==> src/iirtf_ram.sv <==
// Generic simple dual-port RAM with one write port and a registered read port.
module iirtf_ram #(
  parameter int WIDTH = 8,
  parameter int DEPTH = 16,
  localparam int AW = (DEPTH > 1) ? $clog2(DEPTH) : 1
) (
  input  logic             clk,
  input  logic             we,
  input  logic [AW-1:0]    waddr,
  input  logic [WIDTH-1:0] wdata,
  input  logic [AW-1:0]    raddr,
  output logic [WIDTH-1:0] rdata
);

  logic [WIDTH-1:0] mem [DEPTH];

  // Write port.
  always_ff @(posedge clk) begin
    if (we) begin
      mem[waddr] <= wdata;
    end
  end

  // Registered read port.
  always_ff @(posedge clk) begin
    rdata <= mem[raddr];
  end

endmodule
==> config.mk <==
export PLATFORM = sky130hd
export DESIGN_NAME = iirtf_ram
export DESIGN_NICKNAME = d
export VERILOG_FILES = /design/src/iirtf_ram.sv
export SDC_FILE = /design/constraint.sdc
export NUM_CORES = 1
export LEC_CHECK = 0
export CAP_MARGIN = 20
export CORE_ASPECT_RATIO = 0.6
export CORE_UTILIZATION = 52
export CTS_BUF_LIST = sky130_fd_sc_hd__clkbuf_16
export CTS_CLUSTER_SIZE = 28
export DETAILED_ROUTE_END_ITERATION = 8
export DONT_BUFFER_PORTS = 1
export PLACE_DENSITY = 0.67
export SLEW_MARGIN = 20
export SYNTH_ARGS = -nofsm -noshare
export SYNTH_HDL_FRONTEND = slang
export SYNTH_SLANG_ARGS = --single-unit
export TNS_END_PERCENT = 5
==> constraint.sdc <==
create_clock -name clk -period 3 [get_ports clk]
set_input_delay 0.6 -clock clk [delete_from_list [all_inputs] [get_ports clk]]
set_output_delay 0.6 -clock clk [all_outputs]
set_load 0.05 [all_outputs]
==> results of run 1 <==
## synth_stat cells, drive strengths merged
master and number:
buf 7, nor2b 1, nor2 13, clkdlybuf4s25 3
and2 1, nor3 4, nand2 9, and2b 1
dfxtp 8, nand2b 2, a22oi 16, mux4 32
edfxtp 128, or3b 1, nand3b 2, nand3 1
## flip-flops by register name (all words and copies together), names as in the netlist
register	flops
mem	128
rdata	8
## worst max path at each step
| stage | startpoint | endpoint | slack [ns] |
|---|---|---|---|
| 2_1_floorplan | waddr[2] | mem[0][0] | 0.91 |
| 3_3_place_gp | waddr[2] | mem[3][2] | 0.97 |
| 3_5_place_dp | waddr[2] | mem[2][2] | 0.93 |
| 4_1_cts | rdata[6] | rdata[6] | 1.35 |
| 5_1_grt | waddr[2] | mem[2][5] | 1.29 |
| 6_report | waddr[2] | mem[2][7] | 1.36 |
## logic make-up after synthesis
family / share of synthesized area
muxes: 0.150
and+or+nand+nor: 0.0318
DFF: 0.778
AOI/OAI and AO/OA: 0.0233
buffers and inverters: 0.0168
## metrics by stage
| step | hold WS (ns) | instances |
|---|---|---|
| 3_3_place_gp | 0.643 | 357 |
| 2_1_floorplan | 0.629 | 229 |
| 6_report | 0.279 | 389 |
| 5_1_grt | 0.253 | 389 |
| 4_1_cts | 0.258 | 389 |
| 3_5_place_dp | 0.659 | 357 |
## where the power goes
group          leakage, nW  switching, mW  total [mW]  internal [mW]
clock                0.318          0.718        2.25           1.53
combinational        0.413         0.0529       0.115         0.0619
sequential            1.22         0.0570        2.18           2.13
## layer usage
layer / vias to the layer above / GRT usage / wire length (um)
li1: 1006 / - / -
met1: 1223 / 0.361 / 4800
met2: 107 / 0.260 / 3900
met3: 10 / 0.0795 / 929
met4: 0 / 0.0828 / 117
met5: - / 0 / 0
## cell type report
type                    count  area, sq um
flip-flops and latches    136         4000
clock inverters            15          215
well taps                 130          163
fillers                   663         3470
repair buffers              8         60.1
multi-input cells          83         1060
clock buffers              17          425
==> run_results.csv, run 1 <==
group,metric,value,unit
sta,relSlewSlack,0.431,
critical_path,path_max_fanout,8,
detailed_routing,drt-initial-drc-count,283,
synth,netlist_area,5150,sq um
critical_path,r2r_cells,3,
cts,h-tree-depth,4,
worst_hold_path,holdPathStages,0,
global_routing,grt_max_degree,33,
power_and_ir_drop,total_power,4.55,mW
critical_path,path_delay_family,"simple AND/OR/NAND/NOR gates",
sta,tightest_slew,0.850,ns
die,dieArea,10300,sq um
place,placed_cell_area,5280,sq um
place,dp_hpwl,6160,um
synth,synth_area_leader_cell,"edfxtp_1",
detailed_routing,antenna_left,0,
cts,cts_buffers,17,
power_and_ir_drop,ir_drop,0.000532,V
finish,fin_area,5920,sq um
synth,ys_ff_latch,136,
critical_path,worst-path-buf-inv,0,
critical_path,critPathKind,"primary input to flip-flop",
sta,hold_violations,0,
global_routing,overflow,0,
sta,slew_viol_final,0,
critical_path,path_depth,2,
power_and_ir_drop,leakage,1.95,nW
global_routing,grt_usage,0.220,
worst_hold_path,hold_path_class,"primary input to flip-flop",
synth,yosysWarningCount,0,
critical_path,cp_slowest_cell,"nor2_1",
synth,synth.distinct_cells,19,
sta,post-route-period-util,0.546,
sta,grt_setup_unrepaired,"no",
sta,timing.final.ws_setup,1.36,ns
run,maxCapViolations,0,
place,dp_slack,0.928,ns
global_routing,grt_first_pass_wirelength,14400,um
power_and_ir_drop,power_density,768,nW/um^2
die,initial_utilization,0.548,
finish,final_cell_mix,"128 x edfxtp_1, 18 x mux4_2, 17 x clkbuf_16, 16 x a22oi_1, 14 x mux4_1",
critical_path,crit_required,3.04,ns
critical_path,reg2reg_from,"mem[1][2]",
worst_hold_path,min_to,"mem[2][4]",
cts,cts_buffer_depth,2,
cts,cts_sinks,136,
cts,clk_latency,0.41,ns
finish,area_growth,15.1,%
worst_hold_path,min_from,"wdata[4]",
critical_path,path_cells,"or3b_2 > nor2_1",
cts,cts-root-buf,"clkbuf_16",
critical_path,endpoint_kind,"flip-flop",
synth,synthTopCellsByArea,"edfxtp_1 75%, mux4_2 7.9%, mux4_1 7.1%, dfxtp_1 3.1%, a22oi_1 2.3%",
die,row_count,27,
critical_path,start_kind,"primary input",
status,status,"finished, final reports clean",
synth,syn_inst,229,
die,die_y,79.1,um
synth,synthDominantCellAreaShare,0.747,
cts,post_cts_buffers,0,
sta,tns,0,ns
critical_path,arrival,1.68,ns
cts,cts_tree,"done",
finish,mostFrequentLayoutCell,"edfxtp_1",
global_routing,grt_pass1_vias,2298,
detailed_routing,wirelength,9750,um
place,io_buffers,0,
finish,diodes,0,
cts,cts_resized,0,
detailed_routing,routed_via_density,6.03,
synth,avgSynthCellArea,22.5,sq um
place,gp_congestion,0.791,
synth,ys_seq_area_frac,0.778,
critical_path,rr_endpoint,"rdata[2]",
finish,drive_gt1_frac,0.197,
critical_path,slowest_delay,0.58,ns
detailed_routing,firstDrtPassIters,5,
critical_path,rrSetupSlack,1.54,ns
detailed_routing,vias,2346,
synth,syn-num-nets,247,
sta,fmax,611,MHz
sta,min_period,1.64,ns
finish,fin_nets,264,
global_routing,antenna_found_initial,0,
detailed_routing,drt-wirelength-per-cell,25.1,um
finish,final_core_util,0.631,
cts,path_clk_slew,0.06,ns
die,die_w,130,um
sta,fin_skew,0.00859,ns
sta,setup_violations,0,
die,coreArea,9390,sq um
detailed_routing,post-route-drc-count,0,
die,ios,26,
cts,cts.hold.buffers_added,0,
No activity file was read; power rests on OpenSTA's default activity.
==> run 2: changes to the inputs <==
==> constraint.sdc (replaced) <==
create_clock -name clk -period 1.7 [get_ports clk]
set_input_delay 0.34 -clock clk [delete_from_list [all_inputs] [get_ports clk]]
set_output_delay 0.34 -clock clk [all_outputs]
set_load 0.05 [all_outputs]
==> run 2 against run 1 <==
  * Highest routed layer unchanged
  * Sequential power rose by 77%
  * Critical endpoint is now rdata[0]
  * Sequential share of layout area fell by 2.2 points
  * Total power rose by 77%
  * Register-to-register slack got worse by 1.3 ns
  * Core utilization rose by 2.1 points
  * Hold slack got worse by 0.26 ns
==> run_results.csv, run 2 (synthesis gave the netlist of run 1 again) <==
group,metric,value,unit
status,status,"finished, final reports clean",
sta,tns,0,ns
finish,biggestRegsByFlops,"mem x128, rdata x8",
die,dieArea,10300,sq um
finish,drive_gt1_frac,0.231,
finish,fin_area,6120,sq um
cts,path_clk_slew,0.06,ns
finish,area_growth,18.9,%
finish,final_cell_mix,"128 x edfxtp_1, 18 x mux4_2, 17 x clkbuf_16, 16 x a22oi_1, 16 x buf_4",
cts,clk_latency,0.42,ns
power_and_ir_drop,p_int,6.46,mW
global_routing,grt_first_pass_wirelength,14600,um
global_routing,grt_usage,0.222,
critical_path,start_kind,"flip-flop",
die,initial_utilization,0.548,
power_and_ir_drop,switching_power,1.58,mW
global_routing,use_met2,0.273,
sta,grt_setup_unrepaired,"no",
worst_hold_path,hold_path_class,"primary input to flip-flop",
place,dp_slack,0.232,ns
power_and_ir_drop,power_frac_comb,0.033,
finish,largest_register_ffs,128,
power_and_ir_drop,clock_power_share,0.488,
global_routing,antenna_found_initial,1,
power_and_ir_drop,power_density,1310,nW/um^2
cts,h-tree-depth,4,
critical_path,path_max_fanout,1,
detailed_routing,antenna_left,0,
finish,fin_nets,286,
run,maxCapViolations,0,
detailed_routing,firstDrtPassIters,5,
global_routing,grt_util_met3,0.0829,
sta,fin_skew,0.00672,ns
sta,hold_violations,0,
sta,slew_viol_final,0,
global_routing,grt_pass1_vias,2312,
critical_path,endpoint_kind,"flip-flop",
sta,fmax,702,MHz
place,dp_hpwl,6250,um
critical_path,arrival,1.73,ns
finish,fill_cells,669,
place,placed_cell_area,5350,sq um
sta,relSlewSlack,0.487,
finish,top_register,"mem",
cts,cts-root-buf,"clkbuf_16",
cts,cts_buffers,17,
detailed_routing,wirelength,10900,um
power_and_ir_drop,ir_drop,0.000786,V
critical_path,crit_required,2.01,ns
cts,cts_buffer_depth,2,
detailed_routing,routed_via_density,5.98,
detailed_routing,drt-wirelength-per-cell,26.4,um
cts,cts_tree,"done",
die,die_w,130,um
sta,timing.final.ws_setup,0.276,ns
detailed_routing,drt-initial-drc-count,318,
sta,setup_violations,0,
cts,cts_resized,0,
detailed_routing,vias,2458,
place,io_buffers,0,
power_and_ir_drop,pwr-share-seq,0.479,
global_routing,grt_max_degree,33,
die,row_count,27,
place,gp_congestion,0.799,
critical_path,critPathKind,"flip-flop to flip-flop",
global_routing,top_usage_layer,"met1",
sta,post-route-period-util,0.838,
die,die_y,79.1,um
die,ios,26,
finish,diodes,0,
power_and_ir_drop,leakage,2.04,nW
cts,cts_sinks,136,
die,coreArea,9390,sq um
sta,tightest_slew,0.767,ns
finish,mostFrequentLayoutCell,"edfxtp_1",
global_routing,met1_usage,0.354,
detailed_routing,post-route-drc-count,0,
global_routing,overflow,0,
sta,min_period,1.42,ns
power_and_ir_drop,p_sw_frac,0.196,
==> run 2: worst paths after layout <==
| kind | from | to | slack [ns] | cells after the start |
|---|---|---|---|---|
| setup / recovery | mem[1][0] | rdata[0] | 0.28 | 3 |
| hold / removal | wdata[7] | mem[13][7] | 0.02 | 0 |
| setup reg to reg | mem[1][0] | rdata[0] | 0.28 | 3 |
| hold reg to reg | mem[7][3] | rdata[3] | 0.66 | 3 |
==> run 2: per-layer routing <==
layer  wire length, um  share of wire
met2              4280           0.39
met1              5300           0.49
met4               124          0.011
met5                 0              0
met3              1150           0.11
==> run 2: final cells by class <==
| type | instances | area [sq um] | area share |
|---|---|---|---|
| well taps | 130 | 163 | 0.0266 |
| clock inverters | 15 | 208 | 0.0339 |
| multi-input cells | 83 | 1060 | 0.174 |
| flip-flops and latches | 136 | 4000 | 0.654 |
| clock buffers | 17 | 425 | 0.0695 |
| repair buffers | 30 | 260 | 0.0425 |
==> run 2: timing repair <==
action,in CTS,in global routing
hold buffers,0,14
buffers inserted,0,0
endpoints found under the hold margin,0,51
==> run 2: metrics by stage <==
stage	total power [mW]	hold WS [ns]	std cells	utilization
floorplan	4.10	0.439	229	-
global placement	4.13	0.440	365	0.570
detailed placement	4.13	0.440	365	0.570
CTS	8.02	0.000167	397	0.637
global route	8.23	-0.000309	411	0.652
finish	8.04	0.0181	411	0.652
==> run 2: power groups by stage <==
stage / registers [mW] / logic [mW] / clock network (mW)
finish: 3.85 / 0.265 / 3.92
global route: 3.86 / 0.281 / 4.08
CTS: 3.86 / 0.206 / 3.96
detailed placement: 3.92 / 0.205 / 0
global placement: 3.92 / 0.203 / 0
floorplan: 3.91 / 0.191 / 0
==> run 2: critical path, cell delays in order, from the launching register on <==
cell and delay, ns:
edfxtp_1 0.42, mux4_1 0.59, a22oi_1 0.23, nand2_1 0.08
